### src/cmi_ram.sv
module cmi_ram #(
  parameter int WIDTH = 32,
  parameter int DEPTH = 8,
  localparam int AW = $clog2(DEPTH)
) (
  input  logic             clk,
  input  logic             we,
  input  logic [AW-1:0]    waddr,
  input  logic [WIDTH-1:0] wdata,
  input  logic             re,
  input  logic [AW-1:0]    raddr,
  output logic [WIDTH-1:0] rdata
);

  logic [WIDTH-1:0] mem [DEPTH];

  always_ff @(posedge clk) begin
    if (we) begin
      mem[waddr] <= wdata;
    end
    if (re) begin
      rdata <= mem[raddr];
    end
  end

endmodule

### config.mk
export PLATFORM = sky130hd
export DESIGN_NAME = cmi_ram
export DESIGN_NICKNAME = d
export VERILOG_FILES = /design/src/cmi_ram.sv
export SDC_FILE = /design/constraint.sdc
export NUM_CORES = 1
export LEC_CHECK = 0
export BUFFER_PORTS_ARGS = -buffer_cell sky130_fd_sc_hd__buf_2
export CAP_MARGIN = 20
export CORE_MARGIN = 2
export CORE_UTILIZATION = 53
export DETAILED_ROUTE_END_ITERATION = 8
export GPL_ROUTABILITY_DRIVEN = 1
export MAX_ROUTING_LAYER = met4
export PLACE_DENSITY_LB_ADDON = 0.08
export SYNTH_ARGS = -nofsm -noshare
export SYNTH_HDL_FRONTEND = slang
export SYNTH_SLANG_ARGS = --single-unit
### constraint.sdc
create_clock -name clk -period 3.5 [get_ports clk]
set_input_delay 0.7 -clock clk [delete_from_list [all_inputs] [get_ports clk]]
set_output_delay 0.7 -clock clk [all_outputs]
set_load 0.02 [all_outputs]
==> reports/qor.yml <==
run_status:
  status: "complete, no violations"
clock_tree:
  ctsHoldBuffers: 0
  clk_latency_ns: 0.52
  root_buffer: "clkbuf_16"
  clock_path_buffers: 3
  cts_tree: "yes"
  path_clk_slew_ns: 0.06
  cts_resized: 0
  h-tree-depth: 1
  numCtsBuffers: 29
  clkSinkCount: 288
  cts_setup_buffers: 0
power:
  power.total_mw: 7.66
  power_density_nw_per_um2: 608
  ir_worst_vdd_uv: 355
  p_leak_nw: 4.25
sta:
  drv_slew: 0
  max_freq_mhz: 500
  post-route-period-util_pct: 57.1
  slew_headroom_pct: 33.4
  setup_viol: 0
  hold_viol_final: 0
  clock_skew_ns: 0.00424
  rsz0062_at_grt: "no"
  setup_tns_ns: 0
  finalCriticalPeriod_ns: 2.00
  worstMarginPinSlew_ns: 0.999
place:
  post-dp-hpwl_um: 9880
  postPlaceCellArea_um2: 11600
  io_buffers: 72
  gp_congestion: 0.677
  place_inst: 755
logic_synthesis:
  synth.ff_latch_count: 288
  ys_top_cells_by_area: "edfxtp_1 80%, mux4_1 9.7%, mux4_2 5.0%"
  yosys-top-cells-count: "288 x edfxtp_1, 40 x mux4_1, 32 x mux2_2"
  syn_area_per_cell_um2: 26.0
  synth_top_area_share_pct: 80.2
  async_reset_ff_share_pct: 0
  synth_fp_nets: 456
  synth_most_common_cell: "edfxtp_1"
  synth_warnings: 0
  syn_inst: 415
  yosysSeqAreaShare_pct: 80.2
  synth_top_cell_by_area: "edfxtp_1"
  syn_area_um2: 10800
  ys_types: 12
  synthFlopType: "edfxtp_1"
  synth_edf_count: 288
critical_path:
  required_ns: 3.77
  cp-end-kind: "register"
  critPathMaxFanout: 34
  worst_setup_path_start_kind: "input port"
  arrival_ns: 2.27
  worst-setup-path-type: "in -> reg"
route:
  vias_per_cell: 5.65
  routed_wl_um: 18800
  vias: 4558
  dr.pass1.iters: 4
  wl_per_cell_um: 23.3
  ant_nets: 0
  drc: 0
  drt-initial-drc-count: 299
floorplanning:
  dieWidth_um: 147
  core-area_um2: 20100
  initial_core_util_pct: 53.7
  die_h_um: 147
  dieArea_um2: 21500
  num_rows: 52
  io_pins: 73
grt:
  gr-total-overflow: 0
  grt_pass1_vias: 4905
  track_usage_pct: 18.8
  grt_max_degree: 65
  grt_first_pass_wirelength_um: 29100
  antenna_found_initial: 0
layout:
  design_area_um2: 12600
  instances_no_fill: 807
  n_antenna_cell: 0
  fin_nets: 557
  drive_above_1_share_pct: 37.2
  fillers: 1359
  syn_to_final_growth_pct: 16.9
  post-route-util_pct: 62.7
min_path:
  worstHoldPathType: "in -> reg"
flow_run:
  maxCapViolCount: 0
## critical path, stage by stage
cell and delay [ns]:
buf_4 0.35, buf_12 0.31, mux4_1 0.59, mux2_2 0.28
## metal layers
metal / track usage (%) / up-vias / share of wire (%)
li1: - / 2024 / -
met1: 24.0 / 2410 / 42
met2: 31.7 / 90 / 52
met3: 3.09 / 34 / 3.4
met4: 5.05 / 0 / 2.5
met5: - / - / 0
## cell families (layout without fill, tap and decap cells)
group	count (synthesis)	count (layout)	synth area share, %
buffers and inverters	18	140	1.18
flip-flops	288	288	80.2
multiplexers	96	96	18.1
AND/OR/NAND/NOR	13	13	0.545
## worst paths after layout
kind	start	to	slack (ns)	cells after the start
max	raddr[0]	rdata[3]$_DFFE_PP_	1.50	4
max reg2reg	mem[4][25]$_DFFE_PP_	rdata[25]$_DFFE_PP_	2.09	2
min reg2reg	mem[5][29]$_DFFE_PP_	rdata[29]$_DFFE_PP_	0.74	2
min	wdata[7]	mem[2][7]$_DFFE_PP_	0.44	1
## through the flow
| stage | setup slack, ns | hold WS (ns) |
|---|---|---|
| 3_5_place_dp | 0.936 | 0.734 |
| 4_1_cts | 1.48 | 0.417 |
| 3_3_place_gp | 0.937 | 0.723 |
| 5_1_grt | 1.41 | 0.433 |
| 6_report | 1.50 | 0.436 |
| 2_1_floorplan | 0.0440 | 0.716 |
## final cells by class
type	instances	area, µm²	share of cell area, %
clock buffer	30	729	5.79
clock inverter	22	312	2.47
multi-input combinational	109	2070	16.4
sequential	288	8650	68.6
tap	270	338	2.68
timing repair buffer	88	508	4.03
## placed cells by master (no fill, tap or decap)
master,instances
edfxtp_1,288
buf_2,71
mux4_1,40
mux2_2,32
clkbuf_16,29
mux4_2,24
buf_4,15
clkinv_2,9
bufinv_16,8
nor2_4,6
nand2b_1,3
clkinv_1,3
nand2_1,2
clkinvlp_4,2
buf_12,2
nor3_4,1
nor3_2,1
clkbuf_1,1
## power breakdown
part / total (mW) / internal [mW] / switching, mW
clock network: 3.30 / 2.09 / 1.21
registers: 3.97 / 3.94 / 0.0297
logic: 0.386 / 0.169 / 0.217
## registers in the layout (all words and copies together), names as in the netlist
name,flops
mem,256
rdata,32
(Power assumes the default switching activity.)
