## src/cmi_pkg.sv

```systemverilog
package cmi_pkg;

  localparam int MAX_STOPS_DEF = 8;
  localparam int POS_W = 17;
  localparam int NUM_W = 26;
  localparam int DEN_W = 18;
  localparam int CH_N = 4;
  localparam logic [POS_W-1:0] POS_ONE = 17'd65536;

  localparam logic [1:0] CFG_RANGE_MIN = 2'd0;
  localparam logic [1:0] CFG_INV_SPAN = 2'd1;
  localparam logic [1:0] CFG_STOP_COUNT = 2'd2;
  localparam logic [1:0] CFG_INVERT = 2'd3;

  typedef struct packed {
    logic valid;
    logic [DEN_W-1:0] den;
    logic [CH_N-1:0][NUM_W-1:0] num;
  } div_req_t;

  typedef struct packed {
    logic valid;
    logic [CH_N-1:0][7:0] quo;
  } div_rsp_t;

  function automatic logic [POS_W-1:0] preset_pos(input int i);
    logic [POS_W-1:0] p;
    case (i)
      0: p = 17'd0;
      1: p = 17'd26214;
      2: p = 17'd32768;
      3: p = 17'd39322;
      4: p = 17'd65536;
      default: p = '0;
    endcase
    return p;
  endfunction

  // RGBA packed red in the top byte.
  function automatic logic [31:0] preset_color(input int i);
    logic [31:0] c;
    case (i)
      0: c = {8'd0, 8'd0, 8'd255, 8'd255};
      1: c = {8'd0, 8'd255, 8'd255, 8'd255};
      2: c = {8'd0, 8'd255, 8'd0, 8'd255};
      3: c = {8'd255, 8'd255, 8'd0, 8'd255};
      4: c = {8'd255, 8'd0, 8'd0, 8'd255};
      default: c = '0;
    endcase
    return c;
  endfunction

endpackage

```

## src/cmi_div.sv

```systemverilog
module cmi_div (
  input  logic              clk,
  input  logic              rst,
  input  logic              en,
  input  cmi_pkg::div_req_t req,
  output cmi_pkg::div_rsp_t rsp
);

  import cmi_pkg::*;

  localparam int STAGES = 4;

  logic [CH_N-1:0][NUM_W-1:0] rem_in [STAGES];
  logic [CH_N-1:0][7:0]       quo_in [STAGES];
  logic [DEN_W-1:0]           den_in [STAGES];
  logic                       vld_in [STAGES];

  logic [CH_N-1:0][NUM_W-1:0] rem_r [STAGES];
  logic [CH_N-1:0][7:0]       quo_r [STAGES];
  logic [DEN_W-1:0]           den_r [STAGES];
  logic                       vld_r [STAGES];

  assign rem_in[0] = req.num;
  assign quo_in[0] = '0;
  assign den_in[0] = req.den;
  assign vld_in[0] = req.valid;

  for (genvar s = 0; s < STAGES; s++) begin : g_stage
    logic [CH_N-1:0][NUM_W-1:0] rem_next;
    logic [CH_N-1:0][7:0]       quo_next;

    if (s > 0) begin : g_link
      assign rem_in[s] = rem_r[s-1];
      assign quo_in[s] = quo_r[s-1];
      assign den_in[s] = den_r[s-1];
      assign vld_in[s] = vld_r[s-1];
    end

    // two quotient bits per stage, msb first
    always_comb begin
      logic [NUM_W-1:0] r;
      logic [NUM_W-1:0] trial;
      logic [7:0] q;
      for (int ch = 0; ch < CH_N; ch++) begin
        r = rem_in[s][ch];
        q = quo_in[s][ch];
        for (int j = 0; j < 2; j++) begin
          trial = NUM_W'(den_in[s]) << (7 - 2 * s - j);
          if (r >= trial) begin
            r = r - trial;
            q[7 - 2 * s - j] = 1'b1;
          end
        end
        rem_next[ch] = r;
        quo_next[ch] = q;
      end
    end

    always_ff @(posedge clk) begin
      if (rst) begin
        vld_r[s] <= 1'b0;
      end else if (en) begin
        vld_r[s] <= vld_in[s];
      end
    end

    always_ff @(posedge clk) begin
      if (en) begin
        rem_r[s] <= rem_next;
        quo_r[s] <= quo_next;
        den_r[s] <= den_in[s];
      end
    end
  end

  assign rsp.valid = vld_r[STAGES-1];
  assign rsp.quo = quo_r[STAGES-1];

endmodule

```

## config.mk

```make
export PLATFORM = sky130hd
export DESIGN_NAME = cmi_div
export DESIGN_NICKNAME = d
export VERILOG_FILES = /design/src/cmi_pkg.sv /design/src/cmi_div.sv
export SDC_FILE = /design/constraint.sdc
export NUM_CORES = 2
export LEC_CHECK = 0
export ABC_AREA = 1
export CAP_MARGIN = 20
export CORE_MARGIN = 1
export CORE_UTILIZATION = 62
export CTS_BUF_LIST = sky130_fd_sc_hd__clkbuf_2
export CTS_CLUSTER_DIAMETER = 60
export DETAILED_ROUTE_END_ITERATION = 10
export DONT_BUFFER_PORTS = 1
export HOLD_SLACK_MARGIN = 0.12
export PLACE_DENSITY = 0.77
export SYNTH_ARGS = -nofsm -noshare
export SYNTH_HDL_FRONTEND = slang
export SYNTH_SLANG_ARGS = --single-unit
export TNS_END_PERCENT = 100
```

## constraint.sdc

```tcl
create_clock -name clk -period 6.6 [get_ports clk]
set_clock_uncertainty 0.2 [all_clocks]
set_input_delay 0 -clock clk [delete_from_list [all_inputs] [get_ports clk]]
set_output_delay 0 -clock clk [all_outputs]
set_load 0.005 [all_outputs]
```

==> results.json <==
{
  "fin_crit_sh": 0.983,
  "root_buffer": "clkbuf_2",
  "ys_warn_count": 0,
  "peakVddDrop_v": 0.000318,
  "grt_pass1_wl_um": 282000,
  "synth-async-reset-ratio": 0,
  "drt_iter0_markers": 5789,
  "wl_met2_um": 81000,
  "cts_buffers": 115,
  "ant_nets": 0,
  "post-route-drc-count": 0,
  "path_clk_slew_ps": 140,
  "route.met3.wl_um": 15700,
  "rows": 107,
  "grt_overflow": 0,
  "synthCells": 7958,
  "path_common_cell": "dlygate4sd3_1",
  "grt_max_degree": 449,
  "antenna_found_initial": 8,
  "htreeDepth": 3,
  "synth_area_leaders": "edfxtp_1, nand2_1, ha_1",
  "core-area_um2": 85800,
  "p_per_area_nw_per_um2": 503,
  "synth_edf_count": 450,
  "synth_area_leader_cell": "edfxtp_1",
  "top_layer": "met4",
  "synth_fp_nets": 8688,
  "arrival_ps": 7370,
  "hold_violations": 446,
  "synthDistinctLibCells": 65,
  "rr_worst_depth": 22,
  "die_area_um2": 88400,
  "synthFlopType": "edfxtp_1",
  "place.gp.congestion": 1.02,
  "place_ws_ps": 680,
  "die_h_um": 297,
  "setup_ws_ps": 114,
  "nNetsFinal": 9321,
  "worst-path-max-fanout": 13,
  "wirelength_um": 182000,
  "hold_depth": 0,
  "slew-limit-headroom": 0.339,
  "drive_above_1_share": 0.0548,
  "timing.final.crit_period_ps": 6490,
  "cts_tree": "yes",
  "end_kind": "flop",
  "wire_per_inst_um": 18.5,
  "via_count": 57900,
  "die-width_um": 297,
  "clockBufferDepth": 3,
  "netlist_area_um2": 54100,
  "track_usage": 0.397,
  "maxCapViolCount": 0,
  "maxSlewViolCount": 0,
  "synth_seq_cells": 450,
  "m1WireLength_um": 73800,
  "critPathKind": "in -> reg",
  "start_util": 0.630,
  "clock_sinks": 450,
  "hold_class": "in -> reg",
  "worstSkewPairLatency_ps": 1380,
  "crit_slowest_cell": "dlygate4sd3_1",
  "p_leak_nw": 29.3,
  "grt_pass1_vias": 54200,
  "status": "finished, violations left",
  "violations": "negative hold slack",
  "hpwl_um": 137000,
  "pin_count": 159,
  "syn_avg_cell_area_um2": 6.80,
  "critPathRequiredTime_ps": 7480,
  "portBuffers": 0,
  "r2r_slack_ps": 670,
  "drt_first_pass_iters": 8,
  "start_kind": "input port",
  "fmax_mhz": 154,
  "synth_top_area_frac": 0.250,
  "worst_pin_slew_ps": 991,
  "ys_seq_area_frac": 0.250,
  "area_growth_pct": 15.4,
  "setup_viol": 0,
  "whs_ps": -1280,
  "via_per_inst": 5.88,
  "max_stage_delay_ps": 700
}
==> placed cells by master, fill, tap and decap left out, drive strengths merged, types with 9 or more instances in the layout <==
cell type       n
nand2        2437
inv           971
nor2          691
o21ai         583
ha            576
a21oi         562
dlygate4sd3   543
nand3         496
edfxtp        450
xor2          251
xnor2         192
nand4         186
clkbuf        151
buf            87
nor3           81
o21bai         79
clkinv         43
a21o           39
a31oi          36
or2            30
fa             28
a21boi         28
nand3b         24
nor4           23
o21a           16
o211ai         13
bufinv         13
clkinvlp       12
diode          11
a211oi          9
==> cell families after synthesis <==
family                   Yosys count  synth area share
XOR/XNOR                         443            0.0717
AND/OR/NAND/NOR                 3982             0.314
AO/OA/AOI/OAI                   1382             0.139
flip-flops                       450             0.250
buffers and inverters           1097            0.0819
adder cells (fa/ha/maj)          604             0.144
==> routing by layer <==
layer | up-vias | global-route usage
li1 | 28000 | -
met1 | 26300 | 0.511
met2 | 2973 | 0.639
met3 | 645 | 0.0496
met4 | 0 | 0.238
met5 | - | 0
==> path summary, 6_finish.rpt <==
path	start	endpoint
worst max-delay path	req[119]	rem_r[0][51]
worst min-delay path	en	quo_r[0][7]
worst max register to register	den_r[1][1]	rem_r[2][9]
worst min register to register	quo_r[2][4]	quo_r[3][4]
==> flip-flops by register name, indices dropped and copies added, names as in the netlist <==
name and count:
quo_r 80, den_r 54, vld_r 4, rem_r 312
==> final cells by class <==
class,count,area (um2)
Fill cell,6984,23400
Timing Repair inverter,1,6.26
Multi-Input combinational cell,6411,36200
Timing Repair Buffer,631,6130
Antenna cell,11,27.5
Tap cell,1144,1430
Sequential cell,450,13500
Clock buffer,151,756
Clock inverter,57,583
Inverter,981,3760
==> critical path: cells and delay by family <==
family / cells / cell delay, ps
compound gates: 5 / 850
buf+inv: 10 / 4210
simple gates: 12 / 1560
fa+ha+maj: 2 / 730
==> power breakdown <==
group	total (mW)	internal (mW)	switching [mW]
Sequential	5.74	4.88	0.857
Combinational	23.2	8.63	14.6
Clock	2.43	1.15	1.28
==> synthesized netlist by cell type, drive strengths merged, types with 39 or more instances <==
cell / instances
a21o: 39
a21oi: 562
buf: 83
edfxtp: 450
ha: 576
inv: 980
nand2: 2437
nand3: 496
nand4: 186
nor2: 691
nor3: 81
o21ai: 583
o21bai: 79
xnor2: 192
xor2: 251
==> what timing repair did <==
action / in CTS / in global routing
buffers inserted: 0 / 24
hold endpoints to repair: 584 / 453
resized for setup: 0 / 43
setup endpoints to repair: 0 / 75
hold buffers: 538 / 7
==> per-stage QoR <==
stage | cell area [um2] | TNS [ps] | power, mW | cells | utilization
3_5_place_dp | 55300 | 0 | 27.4 | 9049 | 0.644
5_1_grt | 62400 | -5.37 | 34.3 | 9833 | 0.727
3_3_place_gp | 55300 | 0 | 27.0 | 9049 | 0.644
6_report | 62400 | 0 | 31.4 | 9837 | 0.727
2_1_floorplan | 54100 | 0 | 22.5 | 7958 | -
4_1_cts | 62000 | 0 | 30.6 | 9795 | 0.722
(Power assumes the default switching activity.)
